## src/rtl/pcss_pkg.sv

```systemverilog
// ----------------------------------------------------------------------------
// pcss_pkg: shared types and constants of the sample scheduler
// Operation codes of the shared arithmetic unit, configuration register
// indexes, fixed field widths and the structs passed between modules.
// ----------------------------------------------------------------------------
package pcss_pkg;

   // fixed field widths
   localparam int TIME_W       = 32;
   localparam int ID_W         = 8;
   localparam int PERIOD_W     = 16;
   localparam int IDX_W        = 2;
   localparam int CFG_CHANNELS = 4;
   localparam int ENABLE_W     = CFG_CHANNELS;
   localparam int IDS_W        = CFG_CHANNELS * ID_W;
   localparam int PERIODS_W    = CFG_CHANNELS * PERIOD_W;
   localparam int CSR_ADDR_W   = 2;
   localparam int CSR_DATA_W   = PERIODS_W;
   localparam int REQ_DATA_W   = 32;
   localparam int RSP_FIELD_W  = IDX_W + ID_W + TIME_W;
   localparam int RSP_DATA_W   = 48;

   // register reset values
   localparam logic [ENABLE_W-1:0] RESET_ENABLE = ENABLE_W'(1);
   localparam logic [IDS_W-1:0]    RESET_IDS    = IDS_W'(24);

   // configuration register indexes
   typedef enum logic [CSR_ADDR_W-1:0] {
      REG_ENABLE  = 2'd0,
      REG_IDS     = 2'd1,
      REG_PERIODS = 2'd2
   } reg_index_type;

   // shared unit operations
   typedef enum logic [1:0] {
      ALU_INC,
      ALU_ADD,
      ALU_LE
   } alu_op_type;

   // sequencer states
   typedef enum logic [1:0] {
      ST_IDLE,
      ST_CMP,
      ST_ADD,
      ST_EMIT
   } state_type;

   typedef struct packed {
      alu_op_type        op;
      logic [TIME_W-1:0] a;
      logic [TIME_W-1:0] b;
   } alu_req_type;

   typedef struct packed {
      logic [TIME_W-1:0] sum;
      logic              le;
   } alu_rsp_type;

   typedef struct packed {
      logic [ENABLE_W-1:0]  enable;
      logic [IDS_W-1:0]     ids;
      logic [PERIODS_W-1:0] periods;
   } cfg_type;

   typedef struct packed {
      logic              busy;
      logic [TIME_W-1:0] now;
   } stat_type;

endpackage

```

## src/rtl/periodic_channel_sample_scheduler.sv

```systemverilog
// ----------------------------------------------------------------------------
// periodic_channel_sample_scheduler: periodic multi-channel sample scheduler
// Keeps a time counter and per-channel due times and issues one sample
// request per due channel on each tick.
// ----------------------------------------------------------------------------
// Usage
//   req_* carries load and tick transactions: req_tuser set loads the time
//   counter from req_tdata, req_tuser clear is one tick. A tick while the
//   time counter is zero does nothing.
//   rsp_* carries sample requests in channel order, rsp_tlast on the final
//   one of a tick. A tick with no due channel gives no transaction.
//   csr_* writes configuration: 0 enable mask, 1 packed ids, 2 packed
//   periods. Write only while the block is idle.
// Timing
//   Loads and unsynchronized ticks leave the block idle. A synchronized
//   tick keeps req_tready low until its walk ends: the shared adder
//   runs the due test for each channel and the due-time update for each
//   due channel, then the requests move one by one to the output
//   register. A stalled receiver holds the drain; the final request can
//   wait in the output register while the next transaction is accepted.
//   Reset clears time, due times and the output valid flag at once.
// ----------------------------------------------------------------------------
module periodic_channel_sample_scheduler #(
   parameter int CHANNELS = 4
) (
   input  logic                                clock,
   input  logic                                reset,
   // tdata: time_value[31:0]
   input  logic [pcss_pkg::REQ_DATA_W-1:0]     req_tdata,
   // tuser: kind[0]
   input  logic                                req_tuser,
   input  logic                                req_tvalid,
   output logic                                req_tready,
   // tdata: channel_index[1:0], channel_id[9:2], sample_time[41:10], zeros
   output logic [pcss_pkg::RSP_DATA_W-1:0]     rsp_tdata,
   output logic                                rsp_tlast,
   output logic                                rsp_tvalid,
   input  logic                                rsp_tready,
   input  logic                                csr_we,
   input  logic [pcss_pkg::CSR_ADDR_W-1:0]     csr_addr,
   input  logic [pcss_pkg::CSR_DATA_W-1:0]     csr_wdata
);
   import pcss_pkg::*;

   cfg_type              cfg_ff, cfg_in;
   alu_req_type          alu_req;
   alu_rsp_type          alu_rsp;
   stat_type             stat;
   logic [IDX_W-1:0]     rsp_index;
   logic [ID_W-1:0]      rsp_id;
   logic [TIME_W-1:0]    rsp_time;

   // configuration register decode
   always_comb begin
      cfg_in = cfg_ff;
      if (csr_we) begin
         unique case (reg_index_type'(csr_addr))
            REG_ENABLE:  cfg_in.enable  = csr_wdata[ENABLE_W-1:0];
            REG_IDS:     cfg_in.ids     = csr_wdata[IDS_W-1:0];
            REG_PERIODS: cfg_in.periods = csr_wdata[PERIODS_W-1:0];
            default:     cfg_in = cfg_ff;
         endcase
      end
   end

   always_ff @(posedge clock) begin
      if (reset) begin
         cfg_ff.enable  <= RESET_ENABLE;
         cfg_ff.ids     <= RESET_IDS;
         cfg_ff.periods <= '0;
      end else begin
         cfg_ff <= cfg_in;
      end
   end

   // shared arithmetic unit
   pcss_alu u_alu (
      .req (alu_req),
      .rsp (alu_rsp)
   );

   // walk sequencer
   pcss_ctrl #(
      .CHANNELS (CHANNELS)
   ) u_ctrl (
      .clock     (clock),
      .reset     (reset),
      .cfg       (cfg_ff),
      .req_valid (req_tvalid),
      .req_kind  (req_tuser),
      .req_time  (req_tdata[TIME_W-1:0]),
      .req_ready (req_tready),
      .alu_req   (alu_req),
      .alu_rsp   (alu_rsp),
      .rsp_valid (rsp_tvalid),
      .rsp_ready (rsp_tready),
      .rsp_index (rsp_index),
      .rsp_id    (rsp_id),
      .rsp_time  (rsp_time),
      .rsp_last  (rsp_tlast),
      .stat      (stat)
   );

   // result packing
   assign rsp_tdata = {(RSP_DATA_W - RSP_FIELD_W)'(0), rsp_time, rsp_id, rsp_index};

   // a synchronized tick starts a walk that blocks the input
   a_tick_busy : assert property (@(posedge clock) disable iff (reset)
      (req_tvalid && req_tready && !req_tuser && stat.now != '0) |=> !req_tready)
      else $error("input ready right after a synchronized tick");

   // a load transaction sets the time counter
   a_load_time : assert property (@(posedge clock) disable iff (reset)
      (req_tvalid && req_tready && req_tuser) |=>
         (stat.now == $past(req_tdata[TIME_W-1:0])))
      else $error("time counter not loaded");

   // reset leaves the block idle with no pending result
   a_reset_idle : assert property (@(posedge clock)
      reset |=> (!rsp_tvalid && req_tready && !stat.busy))
      else $error("block not idle after reset");

endmodule

```

## src/rtl/pcss_alu.sv

```systemverilog
// ----------------------------------------------------------------------------
// pcss_alu: shared 32-bit add and compare unit
// One carry-chain adder serves the time increment, the due-time update
// (time plus period) and the due test (due time <= time).
// ----------------------------------------------------------------------------
module pcss_alu (
   input  pcss_pkg::alu_req_type req,
   output pcss_pkg::alu_rsp_type rsp
);
   import pcss_pkg::*;

   logic [TIME_W-1:0] x;
   logic [TIME_W-1:0] y;
   logic              cin;
   logic [TIME_W:0]   s;

   // operand steering: a <= b is tested as b - a without borrow
   always_comb begin
      x   = req.a;
      y   = '0;
      cin = 1'b0;
      case (req.op)
         ALU_INC: begin
            x   = req.a;
            y   = '0;
            cin = 1'b1;
         end
         ALU_ADD: begin
            x   = req.a;
            y   = req.b;
            cin = 1'b0;
         end
         ALU_LE: begin
            x   = req.b;
            y   = ~req.a;
            cin = 1'b1;
         end
         default: begin
            x   = req.a;
            y   = '0;
            cin = 1'b0;
         end
      endcase
   end

   // single adder
   assign s       = {1'b0, x} + {1'b0, y} + (TIME_W + 1)'(cin);
   assign rsp.sum = s[TIME_W-1:0];
   assign rsp.le  = s[TIME_W];

endmodule

```

## src/rtl/pcss_ctrl.sv

```systemverilog
// ----------------------------------------------------------------------------
// pcss_ctrl: channel walk sequencer
// Holds the time counter and the due times, walks the channels one at a
// time through the shared unit, then drains the due channels in index
// order into the output register.
// ----------------------------------------------------------------------------
module pcss_ctrl #(
   parameter int CHANNELS = 4
) (
   input  logic                          clock,
   input  logic                          reset,
   input  pcss_pkg::cfg_type             cfg,
   input  logic                          req_valid,
   input  logic                          req_kind,
   input  logic [pcss_pkg::TIME_W-1:0]   req_time,
   output logic                          req_ready,
   output pcss_pkg::alu_req_type         alu_req,
   input  pcss_pkg::alu_rsp_type         alu_rsp,
   output logic                          rsp_valid,
   input  logic                          rsp_ready,
   output logic [pcss_pkg::IDX_W-1:0]    rsp_index,
   output logic [pcss_pkg::ID_W-1:0]     rsp_id,
   output logic [pcss_pkg::TIME_W-1:0]   rsp_time,
   output logic                          rsp_last,
   output pcss_pkg::stat_type            stat
);
   import pcss_pkg::*;

   localparam int CH_W = (CHANNELS > 1) ? $clog2(CHANNELS) : 1;
   localparam logic [CH_W-1:0] LAST_IDX = CH_W'(CHANNELS - 1);

   state_type            state_ff, state_in;
   logic [CH_W-1:0]      idx_ff, idx_in;
   logic [TIME_W-1:0]    time_ff, time_in;
   logic [CHANNELS-1:0]  due_mask_ff, due_mask_in;
   logic [TIME_W-1:0]    next_due_ff [CHANNELS];
   logic                 nd_we;
   logic                 rsp_valid_ff, rsp_valid_in;
   logic [IDX_W-1:0]     rsp_index_ff;
   logic [ID_W-1:0]      rsp_id_ff;
   logic [TIME_W-1:0]    rsp_time_ff;
   logic                 rsp_last_ff;
   logic                 rsp_load;

   logic                 accept;
   logic                 synced;
   logic [IDX_W-1:0]     sel;
   logic                 enabled;
   logic                 is_due;
   logic [TIME_W-1:0]    period_ext;
   logic                 slot_free;
   logic [CH_W-1:0]      pick_idx;
   logic                 pick_found;
   logic [IDX_W-1:0]     pick_sel;
   logic [CHANNELS-1:0]  pick_oh;
   logic [CHANNELS-1:0]  rest;
   logic                 pick_last;

   // channel lookup for the walk position
   assign accept     = req_valid && req_ready;
   assign synced     = (time_ff != '0);
   assign sel        = IDX_W'(idx_ff);
   assign enabled    = (int'(idx_ff) < CFG_CHANNELS) && cfg.enable[sel];
   assign is_due     = enabled && alu_rsp.le;
   assign period_ext = TIME_W'(cfg.periods[PERIOD_W*sel +: PERIOD_W]);
   assign slot_free  = !rsp_valid_ff || rsp_ready;

   // lowest pending due channel
   always_comb begin
      pick_idx   = '0;
      pick_found = 1'b0;
      for (int i = 0; i < CHANNELS; i++) begin
         if (due_mask_ff[i] && !pick_found) begin
            pick_idx   = CH_W'(i);
            pick_found = 1'b1;
         end
      end
   end

   assign pick_oh   = due_mask_ff & ~(due_mask_ff - CHANNELS'(1));
   assign rest      = due_mask_ff & ~pick_oh;
   assign pick_last = (rest == '0);
   assign pick_sel  = IDX_W'(pick_idx);

   // next state
   always_comb begin
      state_in = state_ff;
      unique case (state_ff)
         ST_IDLE: begin
            if (accept && !req_kind && synced) state_in = ST_CMP;
         end
         ST_CMP: begin
            if (is_due)                  state_in = ST_ADD;
            else if (idx_ff == LAST_IDX) state_in = ST_EMIT;
         end
         ST_ADD: begin
            if (idx_ff == LAST_IDX) state_in = ST_EMIT;
            else                    state_in = ST_CMP;
         end
         ST_EMIT: begin
            if (due_mask_ff == '0)           state_in = ST_IDLE;
            else if (slot_free && pick_last) state_in = ST_IDLE;
         end
         default: state_in = ST_IDLE;
      endcase
   end

   // outputs and datapath next values
   always_comb begin
      req_ready   = 1'b0;
      alu_req.op  = ALU_INC;
      alu_req.a   = time_ff;
      alu_req.b   = '0;
      time_in     = time_ff;
      idx_in      = idx_ff;
      due_mask_in = due_mask_ff;
      nd_we       = 1'b0;
      rsp_load    = 1'b0;
      unique case (state_ff)
         ST_IDLE: begin
            req_ready = 1'b1;
            idx_in    = '0;
            if (accept) begin
               if (req_kind)    time_in = req_time;
               else if (synced) time_in = alu_rsp.sum;
            end
         end
         ST_CMP: begin
            alu_req.op = ALU_LE;
            alu_req.a  = next_due_ff[idx_ff];
            alu_req.b  = time_ff;
            if (is_due) begin
               due_mask_in[idx_ff] = 1'b1;
            end else if (idx_ff != LAST_IDX) begin
               idx_in = idx_ff + CH_W'(1);
            end
         end
         ST_ADD: begin
            alu_req.op = ALU_ADD;
            alu_req.a  = time_ff;
            alu_req.b  = period_ext;
            nd_we      = 1'b1;
            idx_in     = idx_ff + CH_W'(1);
         end
         ST_EMIT: begin
            if (due_mask_ff != '0 && slot_free) begin
               rsp_load    = 1'b1;
               due_mask_in = rest;
            end
         end
         default: begin
            req_ready = 1'b0;
         end
      endcase
   end

   // output register handshake
   always_comb begin
      rsp_valid_in = rsp_valid_ff;
      if (rsp_load)       rsp_valid_in = 1'b1;
      else if (rsp_ready) rsp_valid_in = 1'b0;
   end

   // control state, time counter and due times
   always_ff @(posedge clock) begin
      if (reset) begin
         state_ff     <= ST_IDLE;
         idx_ff       <= '0;
         time_ff      <= '0;
         due_mask_ff  <= '0;
         rsp_valid_ff <= 1'b0;
         for (int i = 0; i < CHANNELS; i++) next_due_ff[i] <= '0;
      end else begin
         state_ff     <= state_in;
         idx_ff       <= idx_in;
         time_ff      <= time_in;
         due_mask_ff  <= due_mask_in;
         rsp_valid_ff <= rsp_valid_in;
         if (nd_we) next_due_ff[idx_ff] <= alu_rsp.sum;
      end
   end

   // output payload
   always_ff @(posedge clock) begin
      if (rsp_load) begin
         rsp_index_ff <= pick_sel;
         rsp_id_ff    <= cfg.ids[ID_W*pick_sel +: ID_W];
         rsp_time_ff  <= time_ff;
         rsp_last_ff  <= pick_last;
      end
   end

   assign rsp_valid = rsp_valid_ff;
   assign rsp_index = rsp_index_ff;
   assign rsp_id    = rsp_id_ff;
   assign rsp_time  = rsp_time_ff;
   assign rsp_last  = rsp_last_ff;
   assign stat.busy = (state_ff != ST_IDLE);
   assign stat.now  = time_ff;

endmodule

```

## config.mk

```make
export PLATFORM = sky130hd
export DESIGN_NAME = periodic_channel_sample_scheduler
export DESIGN_NICKNAME = d
export VERILOG_FILES = /design/src/rtl/pcss_pkg.sv /design/src/rtl/periodic_channel_sample_scheduler.sv /design/src/rtl/pcss_alu.sv /design/src/rtl/pcss_ctrl.sv
export SDC_FILE = /design/constraint.sdc
export NUM_CORES = 1
export LEC_CHECK = 0
export BUFFER_PORTS_ARGS = -buffer_cell sky130_fd_sc_hd__buf_2
export CORE_AREA = 2 2 214 174
export CTS_CLUSTER_SIZE = 16
export DETAILED_ROUTE_END_ITERATION = 8
export DIE_AREA = 0 0 216 176
export GPL_TIMING_DRIVEN = 0
export PLACE_DENSITY = 0.66
export SYNTH_ARGS = -nofsm -noshare
export SYNTH_HDL_FRONTEND = slang
export SYNTH_SLANG_ARGS = --single-unit
export TNS_END_PERCENT = 30
```

## constraint.sdc

```tcl
create_clock -name clock -period 5.99 [get_ports clock]
set_input_delay 1.198 -clock clock [delete_from_list [all_inputs] [get_ports clock]]
set_output_delay 1.198 -clock clock [all_outputs]
set_load 0.005 [all_outputs]
```

Word-level counts from Yosys, hierarchy flattened. Memories as Yosys holds them, arrays and structs flattened. A register that Yosys moved wholly into a read port is not among the register bits. Cells that the tools add are included.

Bits in registers: 184. Bits in latches: 0. RAM bits: 128. Memory bits (read-only): 0. Bits of input ports: 104. Output and inout bits: 51. Logic and storage cells: 124. Memories: 1.

Add/sub/neg operators: 4. Multipliers: 0. Div/mod/pow operators: 0. Magnitude comparators: 2. Eq/ne operators: 16. Shifts and indexed selects: 2. Multiplexer cells: 45. Bitwise logic cells: 6. Reduce and logical (&&, ||, !) cells: 36.

Memory list: u_ctrl.next_due_ff (words 4, width 32, read ports 1, clocked after Yosys merged registers in 1, wr ports 4, RTL line pcss_ctrl.sv:36) `logic [TIME_W-1:0] next_due_ff [CHANNELS];`.

Operators by type and width (number): $pmux W66 S2 (1); $mux W32 (4); $pmux W32 S2 (1); $shiftx A64 B7 Y16 (1); $add A32 B32 Y33 (1); $add A33 B1 Y33 (1); $not A32 Y32 (1); $reduce_bool A32 Y1 (1); $reduce_or A32 Y1 (1); $shiftx A32 B6 Y8 (1); $mux W2 (13); $mux W1 (19); $reduce_and A3 Y1 (4); $eq A2 B2 Y1 const B (5); $logic_and A1 B1 Y1 (10); $and A4 B4 Y4 (2); $logic_not A4 Y1 (2); $mux W4 (2); $ne A2 B1 Y1 const B (4); $not A4 Y4 (2); $pmux W2 S4 (1); $pmux W4 S2 (1); $eq A2 B1 Y1 const B (3); $logic_not A2 Y1 (3); 17 further kinds (27).

Depth between registers and ports, before layout.
Word-level depth: 11. Depth in mapped cells: 20. Depth with buffers taken out: 16.

Modules after synthesis. Synthesis repeated with hierarchy kept, for this count alone.

Cells, all modules: 1505. Area, all modules: 17148.9 um^2.

Modules (own cells, without submodules): pcss_ctrl (instances 1, cells an instance 708, area an instance 10203.5 um^2, seq. area each 5995.8 um^2); periodic_channel_sample_scheduler (instances 1, cells an instance 409, area an instance 4292.9 um^2, seq. area each 2001.9 um^2); pcss_alu (instances 1, cells an instance 388, area an instance 2652.5 um^2, seq. area each 0.0 um^2).

Least setup slack after synthesis. No wires, ideal clock.

Path kind: reg2reg. From: register u_ctrl.state_ff[0]. To: memory u_ctrl.next_due_ff[2][28] (data pin). Library setup time: 265 ps. Data arrival time: 4115 ps. Required time: 5725 ps. Path slack: 1610 ps. Cell stages (with the launch flop): 20. Path buffers: 3. Period minus slack after synthesis: 4380 ps. Path through: dfxtp_1 inv_1 ha_1 nand2b_1 clkbuf_1 and2_1 clkbuf_1 clkbuf_1 nand2_1 o21ai_0 fa_1 fa_1 a211oi_2 o21ai_2 o2111ai_4 a2111oi_4 or2_1 a211o_2 xnor2_2 nor2_1.

RTL lines: start: declaration (RTL line pcss_ctrl.sv:32) `state_type state_ff, state_in;`; start signal: assignment (RTL line pcss_ctrl.sv:174) `state_ff <= state_in;`; end: declaration (RTL line pcss_ctrl.sv:36).

Final worst setup path.
From: register u_ctrl.state_ff[0]. To: register u_ctrl.due_mask_ff[1].

Longest elaborated chain between the ends: 9. Elaborated cells between the ends (all ways): 20. Classes of those cells: add/sub (2); eq/ne (7); mux (5); bitwise (1); reduce/logical (5).

RTL lines: $eq A2 B2 Y1 or $eq A2 B1 Y1 (tied branches) (RTL line pcss_ctrl.sv:119) `unique case (state_ff)`; $pmux W66 S2 (RTL line pcss_ctrl.sv:119); $eq A2 B2 Y1, or another cell as far along (RTL line pcss_alu.sv:22) `case (req.op)`; $pmux W32 S2, or another cell as far along (RTL line pcss_alu.sv:22); $add A32 B32 Y33 or $mux W1 (tied branches) (RTL line pcss_alu.sv:47, pcss_alu.sv:22); $add A33 B1 Y33 (RTL line pcss_alu.sv:47) `assign s = {1'b0, x} + {1'b0, y} + (TIME_W + 1)'(cin);`; $logic_and A1 B1 Y1 (RTL line pcss_ctrl.sv:64) `assign is_due = enabled && alu_rsp.le;`; $ne A2 B1 Y1 (no line); $reduce_and A3 Y1 (no line); end signal: assignment (RTL line pcss_ctrl.sv:177) `due_mask_ff <= due_mask_in;`; end: declaration (RTL line pcss_ctrl.sv:35) `logic [CHANNELS-1:0] due_mask_ff, due_mask_in;`.

Several ways; a longest one is shown, not always the timed one. A chain may end at the register's enable or synchronous reset.

==> flow_metrics.tcl <==
set metrics [dict create \
    cp_max_fo 10 \
    worstRegToRegCells 20 \
    hold_buffers 0 \
    fin_area_um2 18560 \
    power.switching_mw 2.414 \
    drt_iter0_drc 1602 \
    antenna_found_initial 3 \
    setup_viol 0 \
    placedInstanceArea_um2 17440 \
    rows 62 \
    grt_pass1_vias 12804 \
    wl_um 52800 \
    p_leak_nw 6.844 \
    crit_path_start_kind "flop" \
    yosysTopAreaCellShare_pct 32.22 \
    start_util_pct 44.66 \
    maxCapViolations 0 \
    crit_end "u_ctrl.due_mask_ff[1]" \
    cts_setup_buffers 0 \
    route.met3.wl_um 5542 \
    yosys_warnings 0 \
    viasPerCell 5.924 \
    die_area_um2 38020 \
    final.fill_count 3265 \
    pin_count 155 \
    r2r-end "u_ctrl.due_mask_ff[1]" \
    cp-end-kind "flop" \
    dr_wl_met2_um 22450 \
    hold_viol_final 0 \
    syn_to_final_growth_pct 16.45 \
    post-route-util_pct 52.01 \
    grt_overflow 0 \
    register_area_um2 7998 \
    clockPowerShare_pct 31.3 \
    path_class "flop to flop" \
    required_ns 6.40 \
    clk_pin_slew_ns 0.06 \
    fp.dieW_um 216 \
    clk_latency_ns 0.55 \
    post-place-ws_ns 0.6886 \
    fin_crit_sh_pct 91.46 \
    clock_path_buffers 3 \
    wl_met1_um 23220 \
    core_um2 35680 \
    numCtsBuffers 35 \
    outcome "complete, no violations" \
    finalMaxSlewViolations 0 \
    synth_area_leaders "edfxtp_1 32%, dfxtp_1 18%, mux4_2 7.9%" \
    power_frac_comb_pct 29.3 \
    p_sw_share_pct 35.95 \
    hold_path_class "flop to flop" \
    dr.pass1.iters 5 \
    wire_per_inst_um 23.14 \
    grt_pass1_wl_um 78100 \
    gp_congestion 0.9851 \
    yosysUniqueCellTypes 81 \
    netlist_instances 1579 \
    rr_startpoint "u_ctrl.state_ff[0]" \
    hpwlAfterDp_um 39270 \
    ys_seq_elements 314 \
    clock_sinks 314 \
    syn_area_um2 15940 \
    crit_arrival_ns 5.88 \
    synth-edff-count 171 \
    rrSetupSlack_ns 0.51 \
    ant_nets 0 \
    tightest_slew_ns 1.103 \
    synth_flop_cell "edfxtp_1" \
    fin_nets 1920 \
    clockRootBuffer "clkbuf_16" \
    multi_input_area_um2 7411 \
    dr_total_vias 13518 \
    fin_crit_ns 5.478 \
    cp-startpoint "u_ctrl.state_ff[0]" \
    power_mw 6.714 \
    cts_htree_levels 2 \
    port-buffer-count 148 \
    post_cts_resize_count 0 \
    clock.fmax_mhz 182.5 \
    drive_gt1_share_pct 17.44 \
    cts_tree "built" \
    slew_headroom_pct 26.18 \
    synth-async-reset-ratio_pct 0 \
    p_int_mw 4.300 \
    grt_usage_pct 27.40 \
    power_frac_seq_pct 39.4 \
    drc 0 \
    power_density_nw_per_um2 361.8 \
    die_h_um 176 \
    irDropWorstVdd_v 0.0002073 \
    min_from "cfg_ff[53]" \
    ys_seq_area_share_pct 50.18 \
    finalClockSkew_ns 0.01857 \
    maxUsedRoutingLayer "met5" \
    place_inst 2217 \
    instances_no_fill 2282 \
    rsz0062_at_grt "no" \
    setup_ws_ns 0.5117 \
    yosys.area.top_type "edfxtp_1" \
    avgSynthCellArea_um2 10.09 \
    grt_max_degree 28 \
]
per-layer routing:
metal	up-vias	global-route usage (%)
met1	6602	40.01
met2	666	40.49
met4	2	8.419
li1	6144	-
met5	-	0
met3	104	6.374
area by class of cell:
| type | instances | area share, % |
|---|---|---|
| Sequential cell | 314 | 43.10 |
| Clock inverter | 13 | 0.6472 |
| Inverter | 23 | 0.4652 |
| Multi-Input combinational cell | 1128 | 39.93 |
| Timing Repair Buffer | 153 | 4.571 |
| Clock buffer | 50 | 5.353 |
| Buffer | 119 | 2.670 |
| Antenna cell | 2 | 0.02697 |
| Tap cell | 480 | 3.236 |
cell families (layout without fill, tap and decap cells):
family | after synthesis | in the layout | share of synthesized area, %
flops | 314 | 314 | 50.18
buf+inv | 142 | 358 | 3.651
fa+ha+maj | 43 | 43 | 3.455
xor+xnor | 22 | 22 | 1.256
other cells | 1 | 8 | 0.02353
simple gates | 562 | 562 | 15.08
compound gates | 421 | 421 | 17.30
mux | 74 | 74 | 9.052
sequential cells by signal, indices dropped and copies added (netlist names), named ones only:
signal,count
u_ctrl.next_due_ff,128
u_ctrl.rsp_time,32
u_ctrl.state_ff,2
u_ctrl.rsp_index,2
u_ctrl.rsp_id,8
u_ctrl.idx_ff,2
cfg_ff,100
u_ctrl.rsp_valid,1
u_ctrl.time_ff,32
u_ctrl.rsp_last,1
u_ctrl.due_mask_ff,4
cells in the final DEF, fill, tap and decap left out, types with 5 or more instances in the layout:
cell type / Yosys / final
nand2b_1: 5 / 5
and2_1: 6 / 6
o211a_1: 7 / 7
mux2i_1: 17 / 17
o211ai_1: 18 / 18
nor2b_1: 21 / 20
o21a_1: 14 / 14
buf_1: 16 / 16
a211o_1: 17 / 17
a21oi_1: 160 / 160
nor2_1: 175 / 175
a31oi_1: 9 / 9
clkbuf_1: 83 / 93
xnor2_1: 14 / 14
edfxtp_1: 171 / 171
ha_1: 40 / 40
clkinv_2: 0 / 5
mux4_2: 56 / 56
xor2_1: 7 / 7
conb_1: 1 / 6
nand3b_1: 5 / 5
a211oi_1: 27 / 27
nand4_1: 10 / 10
nor3_1: 19 / 19
o21bai_1: 7 / 7
nand2_1: 262 / 260
a21o_1: 31 / 31
a311oi_1: 5 / 5
inv_1: 23 / 23
o21ai_0: 66 / 64
a22oi_1: 17 / 17
nand3_1: 24 / 24
buf_2: 11 / 159
nor3b_1: 6 / 6
clkbuf_16: 0 / 36
buf_4: 6 / 6
dfxtp_1: 143 / 143
o21ai_1: 6 / 6
nor4_1: 10 / 10
Yosys cell counts, drive strengths merged (3+ instances only):
| library cell | n |
|---|---|
| buf | 34 |
| or2 | 3 |
| a2111oi | 4 |
| ha | 40 |
| nor2b | 21 |
| clkbuf | 85 |
| mux4 | 56 |
| nand2 | 262 |
| nor3 | 19 |
| or3 | 3 |
| a311oi | 5 |
| edfxtp | 171 |
| nand4 | 10 |
| inv | 23 |
| a22oi | 17 |
| and3 | 4 |
| a31oi | 9 |
| nand3 | 24 |
| o21bai | 7 |
| a21o | 31 |
| xor2 | 7 |
| dfxtp | 143 |
| a21oi | 162 |
| nor4 | 10 |
| o21a | 14 |
| and2 | 8 |
| o211ai | 20 |
| nor2 | 176 |
| o211a | 7 |
| o2111ai | 5 |
| xnor2 | 15 |
| mux2i | 17 |
| a211oi | 28 |
| nor3b | 7 |
| nand2b | 5 |
| a31o | 3 |
| nand3b | 5 |
| o21ai | 73 |
| a211o | 18 |
worst min path at each step:
stage                  to  slack, ns  cells past startpoint
2_1_floorplan  cfg_ff[32]       0.43                      2
3_3_place_gp   cfg_ff[78]       0.44                      2
3_5_place_dp   cfg_ff[53]       0.44                      2
4_1_cts        cfg_ff[53]       0.45                      2
5_1_grt        cfg_ff[78]       0.48                      2
6_report       cfg_ff[53]       0.45                      2
power by group through the flow:
stage / Combinational [mW] / Sequential, mW / Clock (mW)
after CTS: 1.93 / 2.63 / 2.13
final: 1.97 / 2.64 / 2.10
after floorplan: 1.34 / 2.59 / 0
after global placement: 1.87 / 2.68 / 0
after global routing: 2.12 / 2.65 / 2.22
after detailed placement: 1.92 / 2.68 / 0
critical path, stage by stage (launching register included):
cell and delay (ns):
dfxtp_1 0.41, inv_1 0.11, ha_1 0.42, nand2b_1 0.11
clkbuf_1 0.32, and2_1 0.19, clkbuf_1 0.25, clkbuf_1 0.47
nand2_1 0.12, o21ai_0 0.15, fa_1 0.29, fa_1 0.32
a211oi_2 0.12, o21ai_2 0.32, o2111ai_4 0.23, a2111oi_2 0.69
o41a_2 0.29, and2_4 0.16, buf_6 0.11, mux2i_1 0.18
a21oi_1 0.08
through the flow:
step | hold WS (ns) | TNS, ns
2_1_floorplan | 0.4331 | 0
3_3_place_gp | 0.4406 | -63.23
3_5_place_dp | 0.4435 | 0
4_1_cts | 0.4525 | 0
5_1_grt | 0.4761 | 0
6_report | 0.4527 | 0
(Power assumes the default switching activity.)
